[src/hdl/mimu_pkg.sv]
// shared types, widths and the product sequence of the orientation update unit
package mimu_pkg;

    localparam int DW  = 32;
    localparam int MW  = 33;
    localparam int PW  = 2 * MW;
    localparam int NW  = 49;
    localparam int QW  = 32;
    localparam int AW  = 64;
    localparam int PCW = 6;

    localparam logic [PCW-1:0] PC_GYRO_END = PCW'(11);
    localparam logic [PCW-1:0] PC_END      = PCW'(39);

    localparam logic REG_GAIN = 1'b0;
    localparam logic REG_STEP = 1'b1;

    localparam logic [DW-1:0] GAIN_RST = DW'(6554);
    localparam logic [DW-1:0] STEP_RST = DW'(143165577);
    localparam logic signed [QW-1:0] Q30_ONE = QW'(1) <<< 30;

    typedef logic signed [MW-1:0] mopnd_t;
    typedef logic signed [PW-1:0] mprod_t;
    typedef logic signed [NW-1:0] nvec_t;
    typedef logic signed [QW-1:0] nres_t;

    typedef struct packed {
        mopnd_t a;
        mopnd_t b;
    } mul_req_t;

    typedef struct packed {
        logic start;
        logic four;
    } norm_ctl_t;

    typedef struct packed {
        logic busy;
        logic done;
    } norm_sts_t;

    typedef enum logic [3:0] {
        OP_Q0, OP_Q1, OP_Q2, OP_Q3,
        OP_GX, OP_GY, OP_GZ,
        OP_AX, OP_AY, OP_AZ,
        OP_QQ0, OP_QQ1, OP_QQ2, OP_QQ3,
        OP_ONE
    } opnd_t;

    typedef enum logic [1:0] {
        DST_QD, DST_QQ, DST_S
    } dst_t;

    typedef struct packed {
        opnd_t      a;
        opnd_t      b;
        logic       raw;
        logic       neg;
        logic [1:0] shl;
        logic       last;
        dst_t       dst;
        logic [1:0] idx;
    } prog_t;

    function automatic prog_t mk(input opnd_t a, input opnd_t b, input logic raw,
                                 input logic neg, input logic [1:0] shl, input logic last,
                                 input dst_t dst, input logic [1:0] idx);
        prog_t e;
        e.a    = a;
        e.b    = b;
        e.raw  = raw;
        e.neg  = neg;
        e.shl  = shl;
        e.last = last;
        e.dst  = dst;
        e.idx  = idx;
        return e;
    endfunction

    // rate products, quaternion squares, then the gradient terms
    function automatic prog_t prog_entry(input logic [PCW-1:0] pc);
        prog_t e;
        case (pc)
            6'd0:  e = mk(OP_Q1,  OP_GX,  1'b1, 1'b1, 2'd0, 1'b0, DST_QD, 2'd0);
            6'd1:  e = mk(OP_Q2,  OP_GY,  1'b1, 1'b1, 2'd0, 1'b0, DST_QD, 2'd0);
            6'd2:  e = mk(OP_Q3,  OP_GZ,  1'b1, 1'b1, 2'd0, 1'b1, DST_QD, 2'd0);
            6'd3:  e = mk(OP_Q0,  OP_GX,  1'b1, 1'b0, 2'd0, 1'b0, DST_QD, 2'd1);
            6'd4:  e = mk(OP_Q2,  OP_GZ,  1'b1, 1'b0, 2'd0, 1'b0, DST_QD, 2'd1);
            6'd5:  e = mk(OP_Q3,  OP_GY,  1'b1, 1'b1, 2'd0, 1'b1, DST_QD, 2'd1);
            6'd6:  e = mk(OP_Q0,  OP_GY,  1'b1, 1'b0, 2'd0, 1'b0, DST_QD, 2'd2);
            6'd7:  e = mk(OP_Q1,  OP_GZ,  1'b1, 1'b1, 2'd0, 1'b0, DST_QD, 2'd2);
            6'd8:  e = mk(OP_Q3,  OP_GX,  1'b1, 1'b0, 2'd0, 1'b1, DST_QD, 2'd2);
            6'd9:  e = mk(OP_Q0,  OP_GZ,  1'b1, 1'b0, 2'd0, 1'b0, DST_QD, 2'd3);
            6'd10: e = mk(OP_Q1,  OP_GY,  1'b1, 1'b0, 2'd0, 1'b0, DST_QD, 2'd3);
            6'd11: e = mk(OP_Q2,  OP_GX,  1'b1, 1'b1, 2'd0, 1'b1, DST_QD, 2'd3);
            6'd12: e = mk(OP_Q0,  OP_Q0,  1'b0, 1'b0, 2'd0, 1'b1, DST_QQ, 2'd0);
            6'd13: e = mk(OP_Q1,  OP_Q1,  1'b0, 1'b0, 2'd0, 1'b1, DST_QQ, 2'd1);
            6'd14: e = mk(OP_Q2,  OP_Q2,  1'b0, 1'b0, 2'd0, 1'b1, DST_QQ, 2'd2);
            6'd15: e = mk(OP_Q3,  OP_Q3,  1'b0, 1'b0, 2'd0, 1'b1, DST_QQ, 2'd3);
            6'd16: e = mk(OP_Q0,  OP_QQ2, 1'b0, 1'b0, 2'd2, 1'b0, DST_S,  2'd0);
            6'd17: e = mk(OP_Q2,  OP_AX,  1'b0, 1'b0, 2'd1, 1'b0, DST_S,  2'd0);
            6'd18: e = mk(OP_Q0,  OP_QQ1, 1'b0, 1'b0, 2'd2, 1'b0, DST_S,  2'd0);
            6'd19: e = mk(OP_Q1,  OP_AY,  1'b0, 1'b1, 2'd1, 1'b1, DST_S,  2'd0);
            6'd20: e = mk(OP_Q1,  OP_QQ3, 1'b0, 1'b0, 2'd2, 1'b0, DST_S,  2'd1);
            6'd21: e = mk(OP_Q3,  OP_AX,  1'b0, 1'b1, 2'd1, 1'b0, DST_S,  2'd1);
            6'd22: e = mk(OP_QQ0, OP_Q1,  1'b0, 1'b0, 2'd2, 1'b0, DST_S,  2'd1);
            6'd23: e = mk(OP_Q0,  OP_AY,  1'b0, 1'b1, 2'd1, 1'b0, DST_S,  2'd1);
            6'd24: e = mk(OP_Q1,  OP_ONE, 1'b0, 1'b1, 2'd2, 1'b0, DST_S,  2'd1);
            6'd25: e = mk(OP_Q1,  OP_QQ1, 1'b0, 1'b0, 2'd3, 1'b0, DST_S,  2'd1);
            6'd26: e = mk(OP_Q1,  OP_QQ2, 1'b0, 1'b0, 2'd3, 1'b0, DST_S,  2'd1);
            6'd27: e = mk(OP_Q1,  OP_AZ,  1'b0, 1'b0, 2'd2, 1'b1, DST_S,  2'd1);
            6'd28: e = mk(OP_QQ0, OP_Q2,  1'b0, 1'b0, 2'd2, 1'b0, DST_S,  2'd2);
            6'd29: e = mk(OP_Q0,  OP_AX,  1'b0, 1'b0, 2'd1, 1'b0, DST_S,  2'd2);
            6'd30: e = mk(OP_Q2,  OP_QQ3, 1'b0, 1'b0, 2'd2, 1'b0, DST_S,  2'd2);
            6'd31: e = mk(OP_Q3,  OP_AY,  1'b0, 1'b1, 2'd1, 1'b0, DST_S,  2'd2);
            6'd32: e = mk(OP_Q2,  OP_ONE, 1'b0, 1'b1, 2'd2, 1'b0, DST_S,  2'd2);
            6'd33: e = mk(OP_Q2,  OP_QQ1, 1'b0, 1'b0, 2'd3, 1'b0, DST_S,  2'd2);
            6'd34: e = mk(OP_Q2,  OP_QQ2, 1'b0, 1'b0, 2'd3, 1'b0, DST_S,  2'd2);
            6'd35: e = mk(OP_Q2,  OP_AZ,  1'b0, 1'b0, 2'd2, 1'b1, DST_S,  2'd2);
            6'd36: e = mk(OP_QQ1, OP_Q3,  1'b0, 1'b0, 2'd2, 1'b0, DST_S,  2'd3);
            6'd37: e = mk(OP_Q1,  OP_AX,  1'b0, 1'b1, 2'd1, 1'b0, DST_S,  2'd3);
            6'd38: e = mk(OP_QQ2, OP_Q3,  1'b0, 1'b0, 2'd2, 1'b0, DST_S,  2'd3);
            6'd39: e = mk(OP_Q2,  OP_AY,  1'b0, 1'b1, 2'd1, 1'b1, DST_S,  2'd3);
            default: e = mk(OP_ONE, OP_ONE, 1'b0, 1'b0, 2'd0, 1'b0, DST_S, 2'd0);
        endcase
        return e;
    endfunction

endpackage

[src/hdl/mimu_mul.sv]
// shared signed multiplier with registered product
module mimu_mul (
    input  logic               aclk,
    input  mimu_pkg::mul_req_t req,
    output mimu_pkg::mprod_t   prod
);
    import mimu_pkg::*;

    mprod_t prod_reg;

    always_ff @(posedge aclk) begin
        prod_reg <= req.a * req.b;
    end

    assign prod = prod_reg;

endmodule

[config.mk]
export PLATFORM = sky130hd
export DESIGN_NAME = mimu_mul
export DESIGN_NICKNAME = d
export VERILOG_FILES = /design/src/hdl/mimu_pkg.sv /design/src/hdl/mimu_mul.sv
export SDC_FILE = /design/constraint.sdc
export NUM_CORES = 2
export LEC_CHECK = 0
export ABC_AREA = 1
export BUFFER_PORTS_ARGS = -buffer_cell sky130_fd_sc_hd__buf_2
export CAP_MARGIN = 40
export CORE_UTILIZATION = 47
export DETAILED_ROUTE_END_ITERATION = 12
export HOLD_SLACK_MARGIN = 0.12
export PLACE_DENSITY_LB_ADDON = 0.3
export SLEW_MARGIN = 20
export SYNTH_ARGS = -nofsm -noshare
export SYNTH_HDL_FRONTEND = slang
export SYNTH_SLANG_ARGS = --single-unit
[constraint.sdc]
create_clock -name aclk -period 9.9 [get_ports aclk]
set_clock_uncertainty 0.05 [all_clocks]
set_input_delay 1.98 -clock aclk [delete_from_list [all_inputs] [get_ports aclk]]
set_output_delay 1.98 -clock aclk [all_outputs]
set_load 0.005 [all_outputs]
* Yosys cells after proc, flatten, opt, wreduce, memory -nomap -nowiden *
Cells that the tools add are included.

operators by class
  add/sub/neg operators = 0
  $mul = 1
  div/mod/pow operators = 0
  magnitude comparators = 0
  equal/unequal tests = 0
  shift-type cells = 0
  mux-type cells = 0
  bitwise logic cells = 0
  reduce and logical (&&, ||, !) cells = 0

operators by type and width
  cell                                            number
  33-bit by 33-bit multiplier with 66-bit output  1

storage, ports and cells
  flip-flop bits (word level) = 66
  bits in latches = 0
  bits in writable memories = 0
  bits in read-only memories = 0
  input bits = 67
  output and inout bits = 66
  logic and storage cells = 2
  memories kept = 0

* Logic depth before layout (Yosys ltp) *
  depth in word-level cells = 1
  depth in mapped cells = 34
  mapped depth without buffers = 32

* Least setup slack after synthesis *
OpenSTA, ideal clock, no wires.

  path kind = input-to-reg
  start = in req[65] (netlist name)
  end = reg prod_reg[60] (netlist: prod[60])
  setup time = 0.113 ns
  data arrival time = 8.623 ns
  data required time = 9.737 ns
  setup slack = 1.114 ns
  stages on the path = 23
  buffers on the path = 2
  cells stage by stage = clkbuf_1 clkbuf_1 nand2_1 inv_1 fa_1 fa_1 fa_1 fa_1 inv_1 fa_1 fa_1 fa_1 fa_1 inv_1 ha_1 nand2_1 nor2_1 inv_1 nor3_1 nand2_1 and2_0 nand4_1 nand2_1

on the way
  word-level cells in the longest chain between the ends = 1

ends and longest elaborated chain
  item                                            RTL line        text
  start, declared                                 mimu_mul.sv:4   input mimu_pkg::mul_req_t req,
  33-bit by 33-bit multiplier with 66-bit output  mimu_mul.sv:12  prod_reg <= req.a * req.b;
  end signal, assigned                            mimu_mul.sv:12
  end, declared                                   mimu_mul.sv:9   mprod_t prod_reg;

Every way passes these cells.

* Worst setup path after layout *
  start = in req[18] (netlist name)
  end = reg prod_reg[64] (netlist: prod[64])

Same word-level chain as after synthesis.

==> flow_metrics.env <==
export IMPL_drt_iter0_drc=2017
export IMPL_slew_headroom_pct=39.3
export IMPL_rows=110
export IMPL_worstPathArrival_ns=9.29
export IMPL_syn_area_mm2=0.0432
export IMPL_required_ns=10.10
export IMPL_status="complete, no violations"
export IMPL_synth_cells=5543
export IMPL_grt_max_degree=35
export IMPL_numCtsBuffers=9
export IMPL_critical_path_cell_chain="buf_2, nand2_1, fa_1, inv_1, fa_1, fa_1, inv_1, fa_1, fa_1, fa_1, inv_1, fa_1, inv_1, fa_1, inv_1, ha_1, inv_1, nor3_1, nand2_1, nor4_1, nand2_1, nand3_1, nand2_1"
export IMPL_synth_top_area_share_pct=53.1
export IMPL_start_util_pct=47.7
export IMPL_synth_cell_type_count=35
export IMPL_worst_slack_ns=0.809
export IMPL_cpMaxStageDelayCell="fa_1"
export IMPL_utilization_pct=50.1
export IMPL_grt_pass1_vias=36500
export IMPL_layout_drive_gt1_share_pct=5.06
export IMPL_maxSlewViolCount=0
export IMPL_setup_viol=0
export IMPL_syn_area_per_cell_um2=7.79
export IMPL_finalWirelength_um=120000
export IMPL_grt_usage_pct=27.2
export IMPL_final_cell_mix="1,894 x inv_1, 1,517 x nand2_1, 1,145 x fa_1, 217 x ha_1, 132 x buf_2"
export IMPL_portBuffers=132
export IMPL_rsz0062_at_grt="no"
export IMPL_cts_root_buf="clkbuf_16"
export IMPL_maxCapViolations=0
export IMPL_antennaDiodeCount=0
export IMPL_cts_tree="yes"
export IMPL_avgViaCountPerCell=4.90
export IMPL_finalHoldViolations=0
export IMPL_syn_num_nets=6972
export IMPL_finalCriticalPeriod_ns=9.09
export IMPL_ioPinCount=133
export IMPL_ant_nets=0
export IMPL_hp_class="in -> reg"
export IMPL_worstSetupStartpointType="input pin"
export IMPL_grt_first_pass_wirelength_um=197000
export IMPL_clkTransAtPathRegs_ns=0.07
export IMPL_critPathKind="in -> reg"
export IMPL_wl_per_cell_um=17.9
export IMPL_fmax_ghz=0.110
export IMPL_antenna_found_initial=1
export IMPL_min_period_over_period_pct=91.8
export IMPL_via_count=32700
export IMPL_synth_top_cell_by_area="fa_1"
export IMPL_overflow=0
export IMPL_core_area_mm2=0.0906
export IMPL_cts_resized=0
export IMPL_route_detailed_drc=0
export IMPL_path_buf_inv=7
export IMPL_seq_area_frac_synth_pct=3.06
export IMPL_post_dp_hpwl_um=104000
export IMPL_end_kind="flip-flop"
export IMPL_fin_hold_ws_ns=2.30
export IMPL_dieArea_mm2=0.0931
export IMPL_ys_warn_count=0
export IMPL_htreeDepth=3
export IMPL_layout_commonest_cell="inv_1"
export IMPL_worstMarginPinSlew_ns=0.911
export IMPL_die_w_um=305
export IMPL_max_stage_delay_ns=0.85
export IMPL_nets=6922
export IMPL_cts_buffer_depth=2
export IMPL_cp_top_family="adder cells"
export IMPL_largest_reg_flops=66
export IMPL_holdBufCountCts=0
export IMPL_critPathMostFrequentCell="fa_1"
export IMPL_worst_path_max_fanout=28
export IMPL_place_ws_ns=0.430
export IMPL_tns_ns=0
export IMPL_post_cts_buffers=0
export IMPL_areaGrowthSynthToFinish_pct=5.08
export IMPL_finalWeightedCongestion=0.952
export IMPL_ys_top_cells_by_area="fa_1 53%, inv_1 16%, nand2_1 13%"
export IMPL_dr_pass1_iters=7
export IMPL_cts_sinks=66
export IMPL_die_h_um=305
export IMPL_synth_seq_cells=66
-- cell usage after synthesis --
library cell  number
and2_1             2
clkbuf_1         262
or2_2              5
nand3_2            8
nand4_1           19
nor3_2             1
ha_1             217
nor2_2            20
o21a_1             1
nor2_1           131
nand2_1         1517
inv_1           1894
o21ai_2            1
nand3b_1           3
xnor2_1            4
a21o_1             2
o21bai_1          14
buf_1              1
fa_1            1145
nand3_1           70
or2_1              1
a21boi_0           1
xor2_1            37
dfxtp_1           66
a21oi_1           61
nor4_1             4
nor4_2             1
inv_2              1
o21ai_1            3
nor2_4             3
nand2_2           17
nor3_1             7
o21ai_0           19
and2_0             1
a21oi_2            4
-- routing by layer --
metal	GRT usage [%]	routed length, um	vias to the layer above	share of wire, %
met5	0	13	-	0.011
met1	34.7	48700	16600	41
met3	2.09	5910	222	4.9
met4	8.79	4120	2	3.4
met2	48.8	60800	1037	51
li1	-	-	14900	-
-- path summary, 6_finish.rpt --
kind	start	endpoint	depth (start not counted)
hold / removal	req[0]	prod[0]	4
setup / recovery	req[18]	prod[64]	23
-- layout make-up --
| cell class | instances | area, um2 |
|---|---|---|
| well taps | 1176 | 1470 |
| inverters | 1895 | 7110 |
| clock inverters | 6 | 67.6 |
| multi-input cells | 3319 | 33800 |
| clock buffers | 10 | 229 |
| repair buffers | 202 | 1410 |
| flip-flops and latches | 66 | 1320 |
| fillers | 8844 | 45200 |
-- kinds of logic after synthesis --
| group | synth area share (%) |
|---|---|
| XOR/XNOR | 0.832 |
| AO/OA/AOI/OAI | 1.38 |
| AND/OR/NAND/NOR | 16.6 |
| flip-flops | 3.06 |
| buffers and inverters | 18.8 |
| adder cells (fa/ha/maj) | 59.4 |
-- per-stage QoR --
step           std cells  cell area, um2
3_3_place_gp        6646           44800
5_1_grt             6674           45400
6_report            6674           45400
4_1_cts             6665           45100
2_1_floorplan       5543           43200
3_5_place_dp        6649           44800
Power is not shown: default switching activity piles up to over one toggle a cycle in this logic, so the estimate is an artifact.
