### src/hdl/mimu_pkg.sv
// shared types, widths and the product sequence of the orientation update unit
package mimu_pkg;

    localparam int DW  = 32;
    localparam int MW  = 33;
    localparam int PW  = 2 * MW;
    localparam int NW  = 49;
    localparam int QW  = 32;
    localparam int AW  = 64;
    localparam int PCW = 6;

    localparam logic [PCW-1:0] PC_GYRO_END = PCW'(11);
    localparam logic [PCW-1:0] PC_END      = PCW'(39);

    localparam logic REG_GAIN = 1'b0;
    localparam logic REG_STEP = 1'b1;

    localparam logic [DW-1:0] GAIN_RST = DW'(6554);
    localparam logic [DW-1:0] STEP_RST = DW'(143165577);
    localparam logic signed [QW-1:0] Q30_ONE = QW'(1) <<< 30;

    typedef logic signed [MW-1:0] mopnd_t;
    typedef logic signed [PW-1:0] mprod_t;
    typedef logic signed [NW-1:0] nvec_t;
    typedef logic signed [QW-1:0] nres_t;

    typedef struct packed {
        mopnd_t a;
        mopnd_t b;
    } mul_req_t;

    typedef struct packed {
        logic start;
        logic four;
    } norm_ctl_t;

    typedef struct packed {
        logic busy;
        logic done;
    } norm_sts_t;

    typedef enum logic [3:0] {
        OP_Q0, OP_Q1, OP_Q2, OP_Q3,
        OP_GX, OP_GY, OP_GZ,
        OP_AX, OP_AY, OP_AZ,
        OP_QQ0, OP_QQ1, OP_QQ2, OP_QQ3,
        OP_ONE
    } opnd_t;

    typedef enum logic [1:0] {
        DST_QD, DST_QQ, DST_S
    } dst_t;

    typedef struct packed {
        opnd_t      a;
        opnd_t      b;
        logic       raw;
        logic       neg;
        logic [1:0] shl;
        logic       last;
        dst_t       dst;
        logic [1:0] idx;
    } prog_t;

    function automatic prog_t mk(input opnd_t a, input opnd_t b, input logic raw,
                                 input logic neg, input logic [1:0] shl, input logic last,
                                 input dst_t dst, input logic [1:0] idx);
        prog_t e;
        e.a    = a;
        e.b    = b;
        e.raw  = raw;
        e.neg  = neg;
        e.shl  = shl;
        e.last = last;
        e.dst  = dst;
        e.idx  = idx;
        return e;
    endfunction

    // rate products, quaternion squares, then the gradient terms
    function automatic prog_t prog_entry(input logic [PCW-1:0] pc);
        prog_t e;
        case (pc)
            6'd0:  e = mk(OP_Q1,  OP_GX,  1'b1, 1'b1, 2'd0, 1'b0, DST_QD, 2'd0);
            6'd1:  e = mk(OP_Q2,  OP_GY,  1'b1, 1'b1, 2'd0, 1'b0, DST_QD, 2'd0);
            6'd2:  e = mk(OP_Q3,  OP_GZ,  1'b1, 1'b1, 2'd0, 1'b1, DST_QD, 2'd0);
            6'd3:  e = mk(OP_Q0,  OP_GX,  1'b1, 1'b0, 2'd0, 1'b0, DST_QD, 2'd1);
            6'd4:  e = mk(OP_Q2,  OP_GZ,  1'b1, 1'b0, 2'd0, 1'b0, DST_QD, 2'd1);
            6'd5:  e = mk(OP_Q3,  OP_GY,  1'b1, 1'b1, 2'd0, 1'b1, DST_QD, 2'd1);
            6'd6:  e = mk(OP_Q0,  OP_GY,  1'b1, 1'b0, 2'd0, 1'b0, DST_QD, 2'd2);
            6'd7:  e = mk(OP_Q1,  OP_GZ,  1'b1, 1'b1, 2'd0, 1'b0, DST_QD, 2'd2);
            6'd8:  e = mk(OP_Q3,  OP_GX,  1'b1, 1'b0, 2'd0, 1'b1, DST_QD, 2'd2);
            6'd9:  e = mk(OP_Q0,  OP_GZ,  1'b1, 1'b0, 2'd0, 1'b0, DST_QD, 2'd3);
            6'd10: e = mk(OP_Q1,  OP_GY,  1'b1, 1'b0, 2'd0, 1'b0, DST_QD, 2'd3);
            6'd11: e = mk(OP_Q2,  OP_GX,  1'b1, 1'b1, 2'd0, 1'b1, DST_QD, 2'd3);
            6'd12: e = mk(OP_Q0,  OP_Q0,  1'b0, 1'b0, 2'd0, 1'b1, DST_QQ, 2'd0);
            6'd13: e = mk(OP_Q1,  OP_Q1,  1'b0, 1'b0, 2'd0, 1'b1, DST_QQ, 2'd1);
            6'd14: e = mk(OP_Q2,  OP_Q2,  1'b0, 1'b0, 2'd0, 1'b1, DST_QQ, 2'd2);
            6'd15: e = mk(OP_Q3,  OP_Q3,  1'b0, 1'b0, 2'd0, 1'b1, DST_QQ, 2'd3);
            6'd16: e = mk(OP_Q0,  OP_QQ2, 1'b0, 1'b0, 2'd2, 1'b0, DST_S,  2'd0);
            6'd17: e = mk(OP_Q2,  OP_AX,  1'b0, 1'b0, 2'd1, 1'b0, DST_S,  2'd0);
            6'd18: e = mk(OP_Q0,  OP_QQ1, 1'b0, 1'b0, 2'd2, 1'b0, DST_S,  2'd0);
            6'd19: e = mk(OP_Q1,  OP_AY,  1'b0, 1'b1, 2'd1, 1'b1, DST_S,  2'd0);
            6'd20: e = mk(OP_Q1,  OP_QQ3, 1'b0, 1'b0, 2'd2, 1'b0, DST_S,  2'd1);
            6'd21: e = mk(OP_Q3,  OP_AX,  1'b0, 1'b1, 2'd1, 1'b0, DST_S,  2'd1);
            6'd22: e = mk(OP_QQ0, OP_Q1,  1'b0, 1'b0, 2'd2, 1'b0, DST_S,  2'd1);
            6'd23: e = mk(OP_Q0,  OP_AY,  1'b0, 1'b1, 2'd1, 1'b0, DST_S,  2'd1);
            6'd24: e = mk(OP_Q1,  OP_ONE, 1'b0, 1'b1, 2'd2, 1'b0, DST_S,  2'd1);
            6'd25: e = mk(OP_Q1,  OP_QQ1, 1'b0, 1'b0, 2'd3, 1'b0, DST_S,  2'd1);
            6'd26: e = mk(OP_Q1,  OP_QQ2, 1'b0, 1'b0, 2'd3, 1'b0, DST_S,  2'd1);
            6'd27: e = mk(OP_Q1,  OP_AZ,  1'b0, 1'b0, 2'd2, 1'b1, DST_S,  2'd1);
            6'd28: e = mk(OP_QQ0, OP_Q2,  1'b0, 1'b0, 2'd2, 1'b0, DST_S,  2'd2);
            6'd29: e = mk(OP_Q0,  OP_AX,  1'b0, 1'b0, 2'd1, 1'b0, DST_S,  2'd2);
            6'd30: e = mk(OP_Q2,  OP_QQ3, 1'b0, 1'b0, 2'd2, 1'b0, DST_S,  2'd2);
            6'd31: e = mk(OP_Q3,  OP_AY,  1'b0, 1'b1, 2'd1, 1'b0, DST_S,  2'd2);
            6'd32: e = mk(OP_Q2,  OP_ONE, 1'b0, 1'b1, 2'd2, 1'b0, DST_S,  2'd2);
            6'd33: e = mk(OP_Q2,  OP_QQ1, 1'b0, 1'b0, 2'd3, 1'b0, DST_S,  2'd2);
            6'd34: e = mk(OP_Q2,  OP_QQ2, 1'b0, 1'b0, 2'd3, 1'b0, DST_S,  2'd2);
            6'd35: e = mk(OP_Q2,  OP_AZ,  1'b0, 1'b0, 2'd2, 1'b1, DST_S,  2'd2);
            6'd36: e = mk(OP_QQ1, OP_Q3,  1'b0, 1'b0, 2'd2, 1'b0, DST_S,  2'd3);
            6'd37: e = mk(OP_Q1,  OP_AX,  1'b0, 1'b1, 2'd1, 1'b0, DST_S,  2'd3);
            6'd38: e = mk(OP_QQ2, OP_Q3,  1'b0, 1'b0, 2'd2, 1'b0, DST_S,  2'd3);
            6'd39: e = mk(OP_Q2,  OP_AY,  1'b0, 1'b1, 2'd1, 1'b1, DST_S,  2'd3);
            default: e = mk(OP_ONE, OP_ONE, 1'b0, 1'b0, 2'd0, 1'b0, DST_S, 2'd0);
        endcase
        return e;
    endfunction

endpackage

### src/hdl/mimu_norm.sv
// iterative vector normaliser: scaling shift, sum of squares, integer root, division
module mimu_norm (
    input  logic                aclk,
    input  logic                aresetn,
    input  mimu_pkg::norm_ctl_t ctl,
    input  mimu_pkg::nvec_t     vec [4],
    output mimu_pkg::norm_sts_t sts,
    output mimu_pkg::nres_t     res [4],
    output mimu_pkg::mul_req_t  req,
    input  mimu_pkg::mprod_t    prod
);
    import mimu_pkg::*;

    typedef enum logic [2:0] {
        N_IDLE, N_MAX, N_SHIFT, N_SQ, N_ALIGN, N_SQRT, N_DIV
    } nstate_t;

    localparam logic [4:0] DIV_TOP = 5'd30;

    nstate_t        state_reg;
    logic [NW-1:0]  mg_reg [4];
    logic [3:0]     neg_reg;
    logic [NW-1:0]  m_reg;
    logic           four_reg;
    logic [AW-1:0]  sum_reg;
    logic [AW-1:0]  x_reg;
    logic [AW-1:0]  r_reg;
    logic [AW-1:0]  bit_reg;
    logic [31:0]    rem_reg;
    logic [30:0]    qt_reg;
    logic [4:0]     cnt_reg;
    logic [1:0]     k_reg;
    logic           ph_reg;
    logic           done_reg;
    nres_t          res_reg [4];

    logic [NW-1:0]  mx01, mx23, mx;
    logic [AW-1:0]  rb;
    logic [32:0]    rem2;
    logic           ge;
    logic [31:0]    rem_next;
    logic [30:0]    qt_next;
    logic [1:0]     kn;
    logic [NW-1:0]  mgk;
    logic           done_next;

    always_comb begin
        mx01     = (mg_reg[0] > mg_reg[1]) ? mg_reg[0] : mg_reg[1];
        mx23     = (mg_reg[2] > mg_reg[3]) ? mg_reg[2] : mg_reg[3];
        mx       = (mx01 > mx23) ? mx01 : mx23;
        rb       = r_reg + bit_reg;
        mgk      = mg_reg[k_reg];
        rem2     = {rem_reg, (cnt_reg == DIV_TOP) ? mgk[0] : 1'b0};
        ge       = rem2 >= {1'b0, r_reg[31:0]};
        rem_next = ge ? 32'(rem2 - {1'b0, r_reg[31:0]}) : rem2[31:0];
        qt_next  = {qt_reg[29:0], ge};
        kn       = k_reg + 2'd1;
        req.a    = mopnd_t'({2'b00, mgk[30:0]});
        req.b    = mopnd_t'({2'b00, mgk[30:0]});
        done_next = ((state_reg == N_MAX) && (mx == '0))
                 || ((state_reg == N_DIV) && (cnt_reg == '0)
                     && (k_reg == (four_reg ? 2'd3 : 2'd2)));
    end

    always_ff @(posedge aclk) begin
        if (!aresetn) begin
            state_reg <= N_IDLE;
            done_reg  <= 1'b0;
        end else begin
            done_reg <= done_next;
            case (state_reg)
                N_IDLE: begin
                    if (ctl.start) begin
                        for (int i = 0; i < 4; i++) begin
                            nvec_t v;
                            v = (i == 3 && !ctl.four) ? '0 : vec[i];
                            mg_reg[i]  <= v[NW-1] ? NW'(-v) : NW'(v);
                            neg_reg[i] <= v[NW-1];
                            res_reg[i] <= '0;
                        end
                        four_reg  <= ctl.four;
                        state_reg <= N_MAX;
                    end
                end
                N_MAX: begin
                    if (mx == '0) begin
                        state_reg <= N_IDLE;
                    end else begin
                        m_reg     <= mx;
                        state_reg <= N_SHIFT;
                    end
                end
                N_SHIFT: begin
                    if (m_reg[NW-1:31] != '0) begin
                        for (int i = 0; i < 4; i++) mg_reg[i] <= mg_reg[i] >> 1;
                        m_reg <= m_reg >> 1;
                    end else if (!m_reg[30]) begin
                        for (int i = 0; i < 4; i++) mg_reg[i] <= mg_reg[i] << 1;
                        m_reg <= m_reg << 1;
                    end else begin
                        sum_reg   <= '0;
                        k_reg     <= 2'd0;
                        ph_reg    <= 1'b0;
                        state_reg <= N_SQ;
                    end
                end
                N_SQ: begin
                    ph_reg <= !ph_reg;
                    if (ph_reg) begin
                        sum_reg <= sum_reg + prod[AW-1:0];
                        k_reg   <= kn;
                        if (k_reg == 2'd3) begin
                            x_reg     <= sum_reg + prod[AW-1:0];
                            r_reg     <= '0;
                            bit_reg   <= AW'(1) << 62;
                            state_reg <= N_ALIGN;
                        end
                    end
                end
                N_ALIGN: begin
                    if (bit_reg > x_reg) bit_reg <= bit_reg >> 2;
                    else state_reg <= N_SQRT;
                end
                N_SQRT: begin
                    if (bit_reg == '0) begin
                        k_reg     <= 2'd0;
                        rem_reg   <= {2'b00, mg_reg[0][30:1]};
                        qt_reg    <= '0;
                        cnt_reg   <= DIV_TOP;
                        state_reg <= N_DIV;
                    end else begin
                        if (x_reg >= rb) begin
                            x_reg <= x_reg - rb;
                            r_reg <= (r_reg >> 1) + bit_reg;
                        end else begin
                            r_reg <= r_reg >> 1;
                        end
                        bit_reg <= bit_reg >> 2;
                    end
                end
                N_DIV: begin
                    if (cnt_reg != '0) begin
                        rem_reg <= rem_next;
                        qt_reg  <= qt_next;
                        cnt_reg <= cnt_reg - 5'd1;
                    end else begin
                        res_reg[k_reg] <= neg_reg[k_reg] ? -nres_t'({1'b0, qt_next})
                                                         : nres_t'({1'b0, qt_next});
                        if (k_reg == (four_reg ? 2'd3 : 2'd2)) begin
                            state_reg <= N_IDLE;
                        end else begin
                            k_reg   <= kn;
                            rem_reg <= {2'b00, mg_reg[kn][30:1]};
                            qt_reg  <= '0;
                            cnt_reg <= DIV_TOP;
                        end
                    end
                end
                default: state_reg <= N_IDLE;
            endcase
        end
    end

    assign sts.busy = (state_reg != N_IDLE);
    assign sts.done = done_reg;
    assign res = res_reg;

endmodule

### config.mk
export PLATFORM = sky130hd
export DESIGN_NAME = mimu_norm
export DESIGN_NICKNAME = d
export VERILOG_FILES = /design/src/hdl/mimu_pkg.sv /design/src/hdl/mimu_norm.sv
export SDC_FILE = /design/constraint.sdc
export NUM_CORES = 2
export LEC_CHECK = 0
export BUFFER_PORTS_ARGS = -buffer_cell sky130_fd_sc_hd__buf_4
export CAP_MARGIN = 20
export CORE_ASPECT_RATIO = 0.5
export CORE_MARGIN = 10
export CORE_UTILIZATION = 41
export CTS_BUF_LIST = sky130_fd_sc_hd__clkbuf_4
export CTS_CLUSTER_DIAMETER = 100
export DETAILED_ROUTE_END_ITERATION = 16
export PLACE_DENSITY_LB_ADDON = 0.1
export SLEW_MARGIN = 15
export SYNTH_ARGS = -nofsm -noshare
export SYNTH_HDL_FRONTEND = slang
export SYNTH_SLANG_ARGS = --single-unit
### constraint.sdc
create_clock -name aclk -period 10 [get_ports aclk]
set_input_delay 1.5 -clock aclk [delete_from_list [all_inputs] [get_ports aclk]]
set_output_delay 1.5 -clock aclk [all_outputs]
set_load 0.05 [all_outputs]
# ---- After elaboration in Yosys (flattened, before gate mapping)
# Memory sizes are Yosys's and may differ from the RTL's. A register that Yosys moved wholly into a read port is not among the register bits.
# Index checks and enable logic that the tools add are counted.
dict set report word_totals {
  regBits 512
  ram_bits 196
  inputBits 266
  out_inout_bits 196
  elab_cells 205
  memories 1
}
# memory words width rd rd_ports_with_merged_regs wr line
set mem_list {}
lappend mem_list {mg_reg 4 49 6 1 4 mimu_norm.sv:21} ;# logic [NW-1:0] mg_reg [4];
dict set report op_classes {
  add_sub_neg 12
  n_lt_le_gt_ge 9
  n_eq_ne 25
  mux 98
  bitwise_logic 9
  n_reduce_logical 32
}
# operator count
set op_table {}
lappend op_table {{64-bit 2-to-1 mux} 15}
lappend op_table {{49-bit 2-to-1 mux} 19}
lappend op_table {{64-bit case mux with 2 select lines} 3}
lappend op_table {{128-bit 2-to-1 mux} 2}
lappend op_table {{128-bit case mux with 2 select lines} 1}
lappend op_table {{49-bit negation} 4}
lappend op_table {{32-bit 2-to-1 mux} 6}
lappend op_table {{64-bit case mux with 3 select lines} 1}
lappend op_table {{49-bit greater-than comparator} 3}
lappend op_table {{64-bit adder} 2}
lappend op_table {{128-bit bitwise mux} 1}
lappend op_table {{49-bit case mux with 2 select lines} 1}
lappend op_table {{30-bit 2-to-1 mux} 3}
lappend op_table {{63-bit by 64-bit adder with 64-bit output} 1}
lappend op_table {{32-bit demux with 2-bit select} 1}
lappend op_table {{64-bit >= comparator} 1}
lappend op_table {{64-bit greater-than comparator} 1}
lappend op_table {{64-bit zero test} 1}
lappend op_table {{32-bit case mux with 2 select lines} 1}
lappend op_table {{64-bit subtractor} 1}
lappend op_table {{30-bit case mux with 2 select lines} 1}
lappend op_table {{49-bit zero test} 1}
lappend op_table {{33-bit by 32-bit >= comparator with 1-bit output} 1}
lappend op_table {{31-bit negation with 32-bit output} 1}
lappend op_table {{other kinds (42)} 113}

# ---- Longest topological paths before layout
dict set report depth {
  depth_word 8
  ltp_mapped 27
  depth_no_buf 25
}

# ---- Least setup slack after synthesis
# No wires, ideal clock.
dict set report synth_path {
  path_kind {input port to flip-flop}
  startpoint {in aresetn}
  endpoint {reg x_reg[0], enable pin}
  setup_ns 0.583
  t_arrival_ns 9.967
  required_ns 9.417
  path_slack_ns -0.550
  stages 4
  path_buffers 0
  path_cell_list {inv_1 > or3_1 > a21oi_1 > a21boi_0}
}
dict set report synth_between {
  elab_chain_cells 1
}
# item line
set synth_rtl {}
lappend synth_rtl {{start, declared} mimu_norm.sv:4} ;# input logic aresetn,
lappend synth_rtl {{6-bit AND reduction (no source line)} n/a}
lappend synth_rtl {{end signal, assigned} mimu_norm.sv:113} ;# x_reg <= sum_reg + prod[AW-1:0];
lappend synth_rtl {{end signal, assigned} mimu_norm.sv:133} ;# x_reg <= x_reg - rb;
lappend synth_rtl {{end, declared} mimu_norm.sv:26} ;# logic [AW-1:0] x_reg;
# No other way between the ends.
# A chain may end at the register's enable or synchronous reset.

==> summary.md <==
| Metric | Value |
|---|---|
| TNS Setup | 0 ns |
| Layout Skew | 0.158 ns |
| Die ar. | 152,000 µm² |
| Launch point of the worst path | mg_reg[0][29] |
| Post_cts resized | 0 |
| CTS root buf | clkbuf_4 |
| Setup CP Type | flop to flop |
| CP delay by family, top | simple AND/OR/NAND/NOR gates |
| Worst hold start | m_reg[45] |
| Post-synth ARST share | 0 |
| Clock power frac | 0.181 |
| Post-synth top area share | 0.362 |
| Final instance area | 63,100 µm² |
| Met3 Usage GRT | 0.0484 |
| Sequential Power Share | 0.323 |
| Post-Syn Instances | 6,161 |
| Gp weighted congestion | 0.963 |
| Worst Path Max Fanout | 48 |
| Critical Path Max Stage Delay | 0.86 ns |
| First-pass GRT wire length | 311,000 µm |
| VDD IR-drop max | 0.234 mV |
| 1st-pass router iterations | 6 |
| WHS | 0.559 ns |
| RSZ-0062 raised after global routing | no |
| CP Data Required Time | 10.70 ns |
| Crit path cell chain | ha_1 > nand4_1 > nor4_1 > nand4_1 > o211ai_1 > nor3_1 > nor2_4 > buf_4 > o21ai_0 > ha_1 > nand4_1 > nor3_1 > nand2_1 > a21oi_1 > o21ai_0 > and4b_2 > nor2_1 > buf_4 > mux2i_1 > nand3_1 > o31a_2 > buf_4 |
| Slew Limit Fails | 0 |
| Clock latency on the worst-skew pair | 1.16 ns |
| Top_reg_cell synth | edfxtp_1 |
| CTS buffer count | 183 |
| Final number of hold-violating endpoints | 0 |
| Max FFs per register | 196 |
| Vias after detailed routing | 50,900 |
| Hold_buf cts | 0 |
| Minimum clock period | 8.58 ns |
| EDFF count, synth | 669 |
| Library cells used by synthesis | 89 |
| Worst-path cell with the longest stage delay | nor2_4 |
| Pwr Density | 224 nW/µm² |
| Critical path endpoint category | flop |
| Synth warnings | 0 |
| CP Buf/Inv Count | 3 |
| Remaining global-route overflow | 0 |
| Mapped Avg Cell Area | 9.02 µm² |
| Multi-input logic area | 33,100 µm² |
| Post-synthesis sequential area ratio | 0.365 |
| Critical Path AT | 9.28 ns |
| Switching Share | 0.470 |
| Ranking of synthesized cells by area | edfxtp_1 (36%), ha_1 (9.3%), o21ai_0 (5.5%), xor2_1 (4.0%), a21oi_1 (3.9%) |
| GR met2 Demand/Resource | 0.438 |
| Routed WL | 209,000 µm |
| Setup bufs post-CTS | 0 |
| Buffers on Ports | 455 |
| Reg clk slew, reported paths | 0.07 ns |
| CTS max path bufs | 4 |
| Die Wd | 541 µm |
| Cell Rows | 95 |
| Met1 usage | 0.342 |
| Fill count | 13,000 |
| Combinational fraction of design power | 0.497 |
| NumNets Final | 7,244 |
| Layout cell share with drive strength beyond 1 | 0.149 |
| Net Sw Power | 6660 µW |
| Hold crit path type | flop to flop |
| Area leader, netlist | edfxtp_1 |
| Fin crit share | 0.858 |
| Initial antenna violation count | 6 |
| Worst-Margin Slew | 1.12 ns |
| DRT iter0 DRCs | 4,565 |
| Max Cap Violations | 0 |
| Status | complete, no violations |
| DR vias/cell | 5.98 |
| DP HPWL | 158,000 µm |
| Busiest grt layer | met2 |
| DR DRC count | 0 |
| Die Y | 280 µm |
| Core area | 134,000 µm² |
| Max_slew headroom | 0.255 |
| H-Tree Level Count | 4 |
| Crit path launch type | flop |
| RR Startpoint | mg_reg[0][29] |
| Lkg Pwr | 0.0244 µW |
| Post-DR wirelength/cell | 24.6 µm |
| Antenna viol nets, final | 0 |
| Netlist Area Pre-Place | 55,600 µm² |
| Sequential cell area | 20,300 µm² |
| CTS sink cnt | 678 |
| Area Growth Syn to Fin | 13.6% |
| Num ports | 462 |
| Achievable Freq | 117 MHz |
| Tot GR Track Use | 0.263 |
| Starting Density | 0.413 |
| P_int | 7500 µW |
| Largest net degree at the start of global routing | 185 |
| Endpoints failing setup | 0 |
| Vias in the first global route | 49,500 |
| CTS tree | built |
| Area after DPL | 60,800 µm² |
| FF+latch count, synth | 678 |
## through the flow
| step | setup WS (ns) | cells | power, µW | utilization |
|---|---|---|---|---|
| after floorplan | 0.0521 | 6164 | 9090 | - |
| after global placement | 1.89 | 8166 | 11400 | 0.452 |
| after detailed placement | 1.84 | 8167 | 11500 | 0.453 |
| after CTS | 1.73 | 8489 | 14100 | 0.469 |
| after global routing | 1.07 | 8496 | 15000 | 0.469 |
| final | 1.42 | 8499 | 14200 | 0.469 |
## final timing paths
check,endpoint,slack (ns),cells after the start
setup / recovery,m_reg[41],1.42,22
hold / removal,m_reg[44],0.56,2
setup reg to reg,m_reg[41],1.42,22
hold reg to reg,m_reg[44],0.56,2
## final cells by class
cell class	count	share of cell area
multi-input combinational	4872	0.524
sequential	678	0.321
timing repair buffer	564	0.0678
tap	1794	0.0356
clock buffer	262	0.0312
inverter	261	0.0155
clock inverter	60	0.00398
antenna	8	0.000317
## cells in the final DEF, fill, tap and decap left out, types with 28 or more instances in the layout
master,n
edfxtp_1,669
o21ai_0,605
buf_4,561
nand2_1,557
nor2_1,538
a21oi_1,434
ha_1,408
clkbuf_4,262
inv_1,259
xor2_1,252
xnor2_1,215
a211oi_1,180
nand3_1,110
a21o_1,107
a22oi_1,107
o31ai_1,101
nand4_1,89
nor3_1,82
and3_1,81
a31oi_1,80
mux2i_1,75
nor4_1,74
mux4_2,61
o211ai_1,56
nand2b_1,53
and2_1,50
or3_1,48
o21bai_1,46
clkinv_1,44
nor2b_1,43
o31a_1,37
a221oi_1,35
o41ai_1,28
## synthesized netlist by cell type, types with 53 or more instances
| cell type | number |
|---|---|
| a211oi_1 | 183 |
| a21o_1 | 107 |
| a21oi_1 | 437 |
| a22oi_1 | 107 |
| a31oi_1 | 81 |
| and3_1 | 81 |
| clkbuf_1 | 287 |
| edfxtp_1 | 669 |
| ha_1 | 415 |
| inv_1 | 260 |
| mux2i_1 | 75 |
| mux4_2 | 61 |
| nand2_1 | 563 |
| nand2b_1 | 53 |
| nand3_1 | 112 |
| nand4_1 | 89 |
| nor2_1 | 545 |
| nor3_1 | 86 |
| nor4_1 | 77 |
| o211ai_1 | 56 |
| o21ai_0 | 607 |
| o31ai_1 | 101 |
| xnor2_1 | 215 |
| xor2_1 | 252 |
## metal layers
layer / share of wire / vias up
li1: - / 24100
met2: 0.47 / 1864
met4: 0.037 / 0
met5: 0 / -
met1: 0.43 / 24600
met3: 0.069 / 343
## power groups by stage
stage	clock network, µW	registers (µW)	logic, µW
6_report	2560	4570	7030
5_1_grt	2770	4600	7610
4_1_cts	2630	4560	6950
3_5_place_dp	0	4610	6920
3_3_place_gp	0	4600	6840
2_1_floorplan	0	4580	4500
## logic make-up after synthesis
kind of cell    synth area share
other cells            0.0000675
flops                      0.365
fa+ha+maj                 0.0945
mux                       0.0405
buf+inv                   0.0441
xor+xnor                  0.0736
compound gates             0.222
simple gates               0.160
## worst min-delay path, cell delays in order, from the launching register on
cell and delay [ns]:
edfxtp_1 0.34, nand2_1 0.05, o21ai_0 0.07
No activity file was read; power rests on OpenSTA's default activity.
